## config.mk

```make
export PLATFORM = sky130hd
export DESIGN_NAME = rsbn_out
export DESIGN_NICKNAME = d
export VERILOG_FILES = /design/src/hdl/record_sort_by_name_defines.svh /design/src/hdl/rsbn_pkg.sv /design/src/hdl/rsbn_out.sv
export SDC_FILE = /design/constraint.sdc
export NUM_CORES = 1
export LEC_CHECK = 0
export BUFFER_PORTS_ARGS = -buffer_cell sky130_fd_sc_hd__buf_2
export CORE_AREA = 2 2 385 387
export CTS_CLUSTER_SIZE = 30
export DETAILED_ROUTE_END_ITERATION = 6
export DIE_AREA = 0 0 387 389
export PLACE_DENSITY = 0.31
export SLEW_MARGIN = 20
export SYNTH_ARGS = -nofsm -noshare
export SYNTH_HDL_FRONTEND = slang
export SYNTH_SLANG_ARGS = --single-unit
```

## constraint.sdc

```tcl
create_clock -name clock -period 1.35 [get_ports clock]
set_input_delay 0.2025 -clock clock [delete_from_list [all_inputs] [get_ports clock]]
set_output_delay 0.2025 -clock clock [all_outputs]
set_load 0.005 [all_outputs]
```

## src/hdl/record_sort_by_name_defines.svh

```systemverilog
// Assertion macros for the record sorter.
// Used by the top level; no other dependencies.
`ifndef RECORD_SORT_BY_NAME_DEFINES_SVH
`define RECORD_SORT_BY_NAME_DEFINES_SVH

`ifndef SYNTHESIS
`define RSBN_ASSERT_IMP(lbl, clk, rst, ante, cons) \
   lbl: assert property (@(posedge clk) disable iff (rst) (ante) |-> (cons)) \
      else $error("record_sort_by_name: assertion failed");
`define RSBN_ASSERT_NXT(lbl, clk, rst, ante, cons) \
   lbl: assert property (@(posedge clk) disable iff (rst) (ante) |=> (cons)) \
      else $error("record_sort_by_name: assertion failed");
`else
`define RSBN_ASSERT_IMP(lbl, clk, rst, ante, cons)
`define RSBN_ASSERT_NXT(lbl, clk, rst, ante, cons)
`endif

`endif

```

## src/hdl/rsbn_pkg.sv

```systemverilog
// Shared constants, record types and the name key function of the record sorter.
// No dependencies.
package rsbn_pkg;

   localparam int MaxRecords = 16;
   localparam int IdxW       = $clog2(MaxRecords);
   localparam int CntW       = $clog2(MaxRecords + 1);
   localparam int NameBytes  = 50;
   localparam int NameW      = NameBytes * 8;

   typedef struct packed {
      logic signed [31:0] id;
      logic [NameW-1:0]   name;
      logic [31:0]        height;
      logic signed [31:0] grade;
   } rec_type;

   typedef struct packed {
      rec_type          rec;
      logic [NameW-1:0] key;
   } entry_type;

   // Zero every byte that follows the first zero byte of the name.
   function automatic logic [NameW-1:0] name_key(input logic [NameW-1:0] name);
      logic [NameBytes-1:0] zero_flags;
      logic [NameBytes-1:0] below;
      logic [NameW-1:0]     key;
      for (int k = 0; k < NameBytes; k++) begin
         zero_flags[k] = (name[NameW-1-8*k -: 8] == 8'h00);
      end
      for (int k = 0; k < NameBytes; k++) begin
         below = (NameBytes'(1) << k) - NameBytes'(1);
         key[NameW-1-8*k -: 8] = (|(zero_flags & below)) ? 8'h00 : name[NameW-1-8*k -: 8];
      end
      return key;
   endfunction

endpackage

```

## src/hdl/rsbn_out.sv

```systemverilog
// Result output register of the record sorter: holds one beat while the receiver stalls.
// Depends on rsbn_pkg.
module rsbn_out (
   input  logic                    clock,
   input  logic                    reset,
   input  logic                    load,
   input  rsbn_pkg::rec_type       load_rec,
   input  logic                    load_last,
   output logic                    load_ok,
   output logic                    rsp_valid,
   input  logic                    rsp_stall,
   output logic signed [31:0]      rsp_out_student_id,
   output logic [63:0]             rsp_out_name_word_0,
   output logic [63:0]             rsp_out_name_word_1,
   output logic [63:0]             rsp_out_name_word_2,
   output logic [63:0]             rsp_out_name_word_3,
   output logic [63:0]             rsp_out_name_word_4,
   output logic [63:0]             rsp_out_name_word_5,
   output logic [15:0]             rsp_out_name_word_6,
   output logic [31:0]             rsp_out_height_bits,
   output logic signed [31:0]      rsp_out_grade,
   output logic                    rsp_out_last
);

   logic              valid_ff;
   rsbn_pkg::rec_type rec_ff;
   logic              last_ff;

   assign load_ok = !valid_ff || !rsp_stall;

   always_ff @(posedge clock) begin
      if (reset) begin
         valid_ff <= 1'b0;
      end else if (load) begin
         valid_ff <= 1'b1;
      end else if (!rsp_stall) begin
         valid_ff <= 1'b0;
      end
   end

   always_ff @(posedge clock) begin
      if (load) begin
         rec_ff  <= load_rec;
         last_ff <= load_last;
      end
   end

   assign rsp_valid           = valid_ff;
   assign rsp_out_student_id  = rec_ff.id;
   assign rsp_out_name_word_0 = rec_ff.name[399:336];
   assign rsp_out_name_word_1 = rec_ff.name[335:272];
   assign rsp_out_name_word_2 = rec_ff.name[271:208];
   assign rsp_out_name_word_3 = rec_ff.name[207:144];
   assign rsp_out_name_word_4 = rec_ff.name[143:80];
   assign rsp_out_name_word_5 = rec_ff.name[79:16];
   assign rsp_out_name_word_6 = rec_ff.name[15:0];
   assign rsp_out_height_bits = rec_ff.height;
   assign rsp_out_grade       = rec_ff.grade;
   assign rsp_out_last        = last_ff;

endmodule

```

# Word level (Yosys, flattened, before mapping)

Cells that the tools add are included.

Div/mod/pow operators: 0
Muxes and demuxes: 2
Magnitude comparators: 0
Bitwise operators: 0
Add/sub/neg operators: 0
Reduce and logical (&&, ||, !) cells: 3
Eq/ne operators: 1
Shift operators: 0
Multipliers: 0

Operators with widths:

| kind                                 | count |
|---|---|
| logical NOT 1 bit                    | 2 |
| two-way mux 1 bit                    | 2 |
| != test 2 bit, second input constant | 1 |
| logical OR 1 bit                     | 1 |

Flip-flop bits (word level): 498
Logic and storage cells: 12
Latch bits: 0
Output and inout port bits: 499
Memory bits (read-only): 0
RAM bits: 0
Input port bits: 501
Memories: 0

# Depth between registers and ports, before layout

Word-level depth: 2
Depth in mapped cells: 2
Depth with buffers taken out: 2

# Worst setup path after synthesis

Ideal clock, no wire load.

Path type: reg-to-output
From: register valid_ff (netlist: rsp_valid)
To: output load_ok
Path slack: 745 ps
Path buffers: 0
Data arrival time: 403 ps
Cell stages (with the launch flop): 2
Required time: 1148 ps
Cells stage by stage: dfxtp_1 > nand2_1

Longest elaborated chain between the ends: 2

RTL lines:

| element                | RTL line       | text |
|---|---|---|
| from (decl)            | rsbn_out.sv:25 | `logic valid_ff;` |
| from (signal assigned) | rsbn_out.sv:33 | `valid_ff <= 1'b0;` |
| from (signal assigned) | rsbn_out.sv:35 | `valid_ff <= 1'b1;` |
| from (signal assigned) | rsbn_out.sv:37 | `valid_ff <= 1'b0;` |
| logical NOT 1 bit      | rsbn_out.sv:29 | `assign load_ok = !valid_ff \|\| !rsp_stall;` |
| logical OR 1 bit       | rsbn_out.sv:29 |  |
| to (decl)              | rsbn_out.sv:9  | `output logic load_ok,` |

No other way between the ends.

# Final worst setup path

From: register rec_ff (netlist bit rsp_out_name_word_0[59])
To: output rsp_out_name_word_0[59]

RTL lines:

| element                | RTL line       | text |
|---|---|---|
| from (decl)            | rsbn_out.sv:26 | `rsbn_pkg::rec_type rec_ff;` |
| from (signal assigned) | rsbn_out.sv:43 | `rec_ff <= load_rec;` |
| to (decl)              | rsbn_out.sv:13 | `output logic [63:0] rsp_out_name_word_0,` |

No word-level cell between the ends.

==> metrics <==
RSZ-0062 raised after global routing yes; Logic pwr share 10.9%; worst setup margin -212 ps; vias in the first global route 13000; synth warn 0; leading cell type in the layout, fill and taps excluded buf_2; post-place instance area 0.0228 sq mm; met2 routed WL 37700 um; worst-margin pin slew 354 ps; PwrDens 1320 mW/mm^2; clock tree from TritonCTS yes; clock network power share 41.6%; fin crit period 1560 ps; Final Hold Viols 0; post-synthesis sequential area ratio 99.9%; Arr. time, crit path 1360 ps; Synth cell types 5; syn_nets 1002; Final Skew 0 ps; fmax 0.640 GHz; H-tree Lvls 2; grt total ovfl 0; initial DRC count 547; crit share post-route 116%; Std-Cell Rows 141; CP Capture Type output pin; top layer in use met5; met1 WL 27400 um; CP max stage delay 530 ps; routed length per instance 18.1 um; initial core utilization 10.2%; WL final 73800 um; pin count of the biggest net entering global routing 40; Vias/cell 2.86; Seq cells post-synth 498; run status finished with violations; TNS Setup -3860 ps; fin area 0.0300 sq mm; P&R area growth vs syn 101%; worst min-delay path category in2reg; worst skew pair latency 620 ps; Critical path buffers and inverters 1; Sink Count 498; final non-filler cell total 4079; Root Buffer clkbuf_16; # placed instances 3468; PortBufs 999; Ports 1000; Clock Path Buffers 3; Max VDD drop 0.000994 V; Cell Int Power 30.7 mW; Leakage 12.2 nW; worst-path maximum fanout 1; register area 0.0149 sq mm; GRT Util Overall 9.30%; Slew HR 76.4%; die area 0.151 sq mm; Pins Over Slew Limit 0; initial antenna violation count 39; metal3 WL 6780 um; Pre-antenna DRT Iters 5; chip height 389 um; layout cell share with drive strength beyond 1 52.5%; Worst path top cell family by delay flip-flops; Switch Pwr 8.87 mW; GPL Wtd Cong 0.864; startpoint types flip-flop; Slowest cell on crit path edfxtp_1; Multi-input gate area 28.8 sq um; Max-Cap Viols 0; die span in x 387 um; Mapped Cells 501; Worst-path clk slew 60 ps; via count 11700; failing checks negative setup slack; DRC Markers 0; sequential power share 47.4%; post-route ant nets 0; mean post-synth cell area 29.9 sq um; first-pass GRT wire length 98500 um; # fillers 15800; dpl hpwl 60400 um; sw frac 22.4%; CTS buffer count 59; Critical Path, Cell by Cell buf_2; critical path class reg2out; synthesized cell area 0.0150 sq mm; Core Area 0.147 sq mm; final design utilization 20.5%; most frequent cells in the layout buf_2 (966), dlygate4sd3_1 (500), edfxtp_1 (497), clkbuf_16 (61), buf_6 (32); Post-CTS Setup Repair Bufs 0; Worst EP required 1150 ps; # setup viols final 134; layout net count 2600
power groups by stage:
| stage | registers (mW) | clock network, mW | logic [mW] |
|---|---|---|---|
| after detailed placement | 19.1 | 0 | 3.12 |
| after CTS | 18.8 | 17.2 | 4.43 |
| after global routing | 18.9 | 17.7 | 4.63 |
| after floorplan | 19.2 | 0 | 0.00246 |
| final | 18.8 | 16.5 | 4.33 |
| after global placement | 19.1 | 0 | 3.13 |
per-stage QoR:
step / total power, mW / setup WS (ps) / hold slack [ps]
2_1_floorplan: 19.2 / 745 / 275
3_3_place_gp: 22.2 / 29.6 / 380
3_5_place_dp: 22.2 / 158 / 381
4_1_cts: 40.4 / -291 / 187
5_1_grt: 41.2 / -282 / 222
6_report: 39.6 / -212 / 271
cell usage after synthesis:
cell type / number / area [sq um]
a21oi_1: 1 / 5.00
nand2_1: 1 / 3.75
dfxtp_1: 1 / 20.0
nor2_1: 1 / 3.75
edfxtp_1: 497 / 14900
state kept, by name, summed over array words and instances, names as in the netlist:
register / flops
rsp_out_name_word_6: 16
rsp_out_last: 1
rsp_out_name_word_5: 64
rsp_out_grade: 32
rsp_valid: 1
rsp_out_name_word_1: 64
rsp_out_name_word_0: 64
rsp_out_name_word_3: 64
rsp_out_name_word_4: 64
rsp_out_name_word_2: 64
rsp_out_student_id: 32
rsp_out_height_bits: 32
logic make-up (layout without fill, tap and decap cells):
| family | Yosys count | after routing | synth area share (%) |
|---|---|---|---|
| buffers and inverters | 0 | 1644 | 0 |
| AOI/OAI and AO/OA | 1 | 1 | 0.0334 |
| DFF | 498 | 498 | 99.9 |
| other | 0 | 4 | 0 |
| and+or+nand+nor | 2 | 2 | 0.0501 |
path summary, 6_finish.rpt:
kind	start	end	slack, ps	cells after the start
worst max register to register	rsp_valid	rsp_valid	550	2
worst max-delay path	rsp_out_name_word_0[59]	rsp_out_name_word_0[59]	-210	1
worst min register to register	rsp_valid	rsp_valid	670	2
worst min-delay path	load_rec[243]	rsp_out_name_word_3[35]	270	2
layout make-up:
| class | instances | share of cell area, % |
|---|---|---|
| diodes | 4 | 0.0333 |
| repair buffers | 1537 | 35.4 |
| clock inverters | 38 | 1.45 |
| clock buffers | 69 | 5.18 |
| flip-flops and latches | 498 | 49.8 |
| well taps | 1930 | 8.04 |
| multi-input cells | 3 | 0.0958 |
layer usage:
metal,up-vias,track usage (%)
li1,5271,-
met1,5653,10.2
met2,626,16.6
met3,102,3.48
met4,18,2.79
met5,-,0
repair_timing:
item,CTS,global route
gates cloned,0,0
gates resized for setup,40,20
hold buffers,500,0
endpoints found under the hold margin,514,0
endpoints found under the setup margin,499,499
pin swaps,0,0
(Power assumes the default switching activity.)
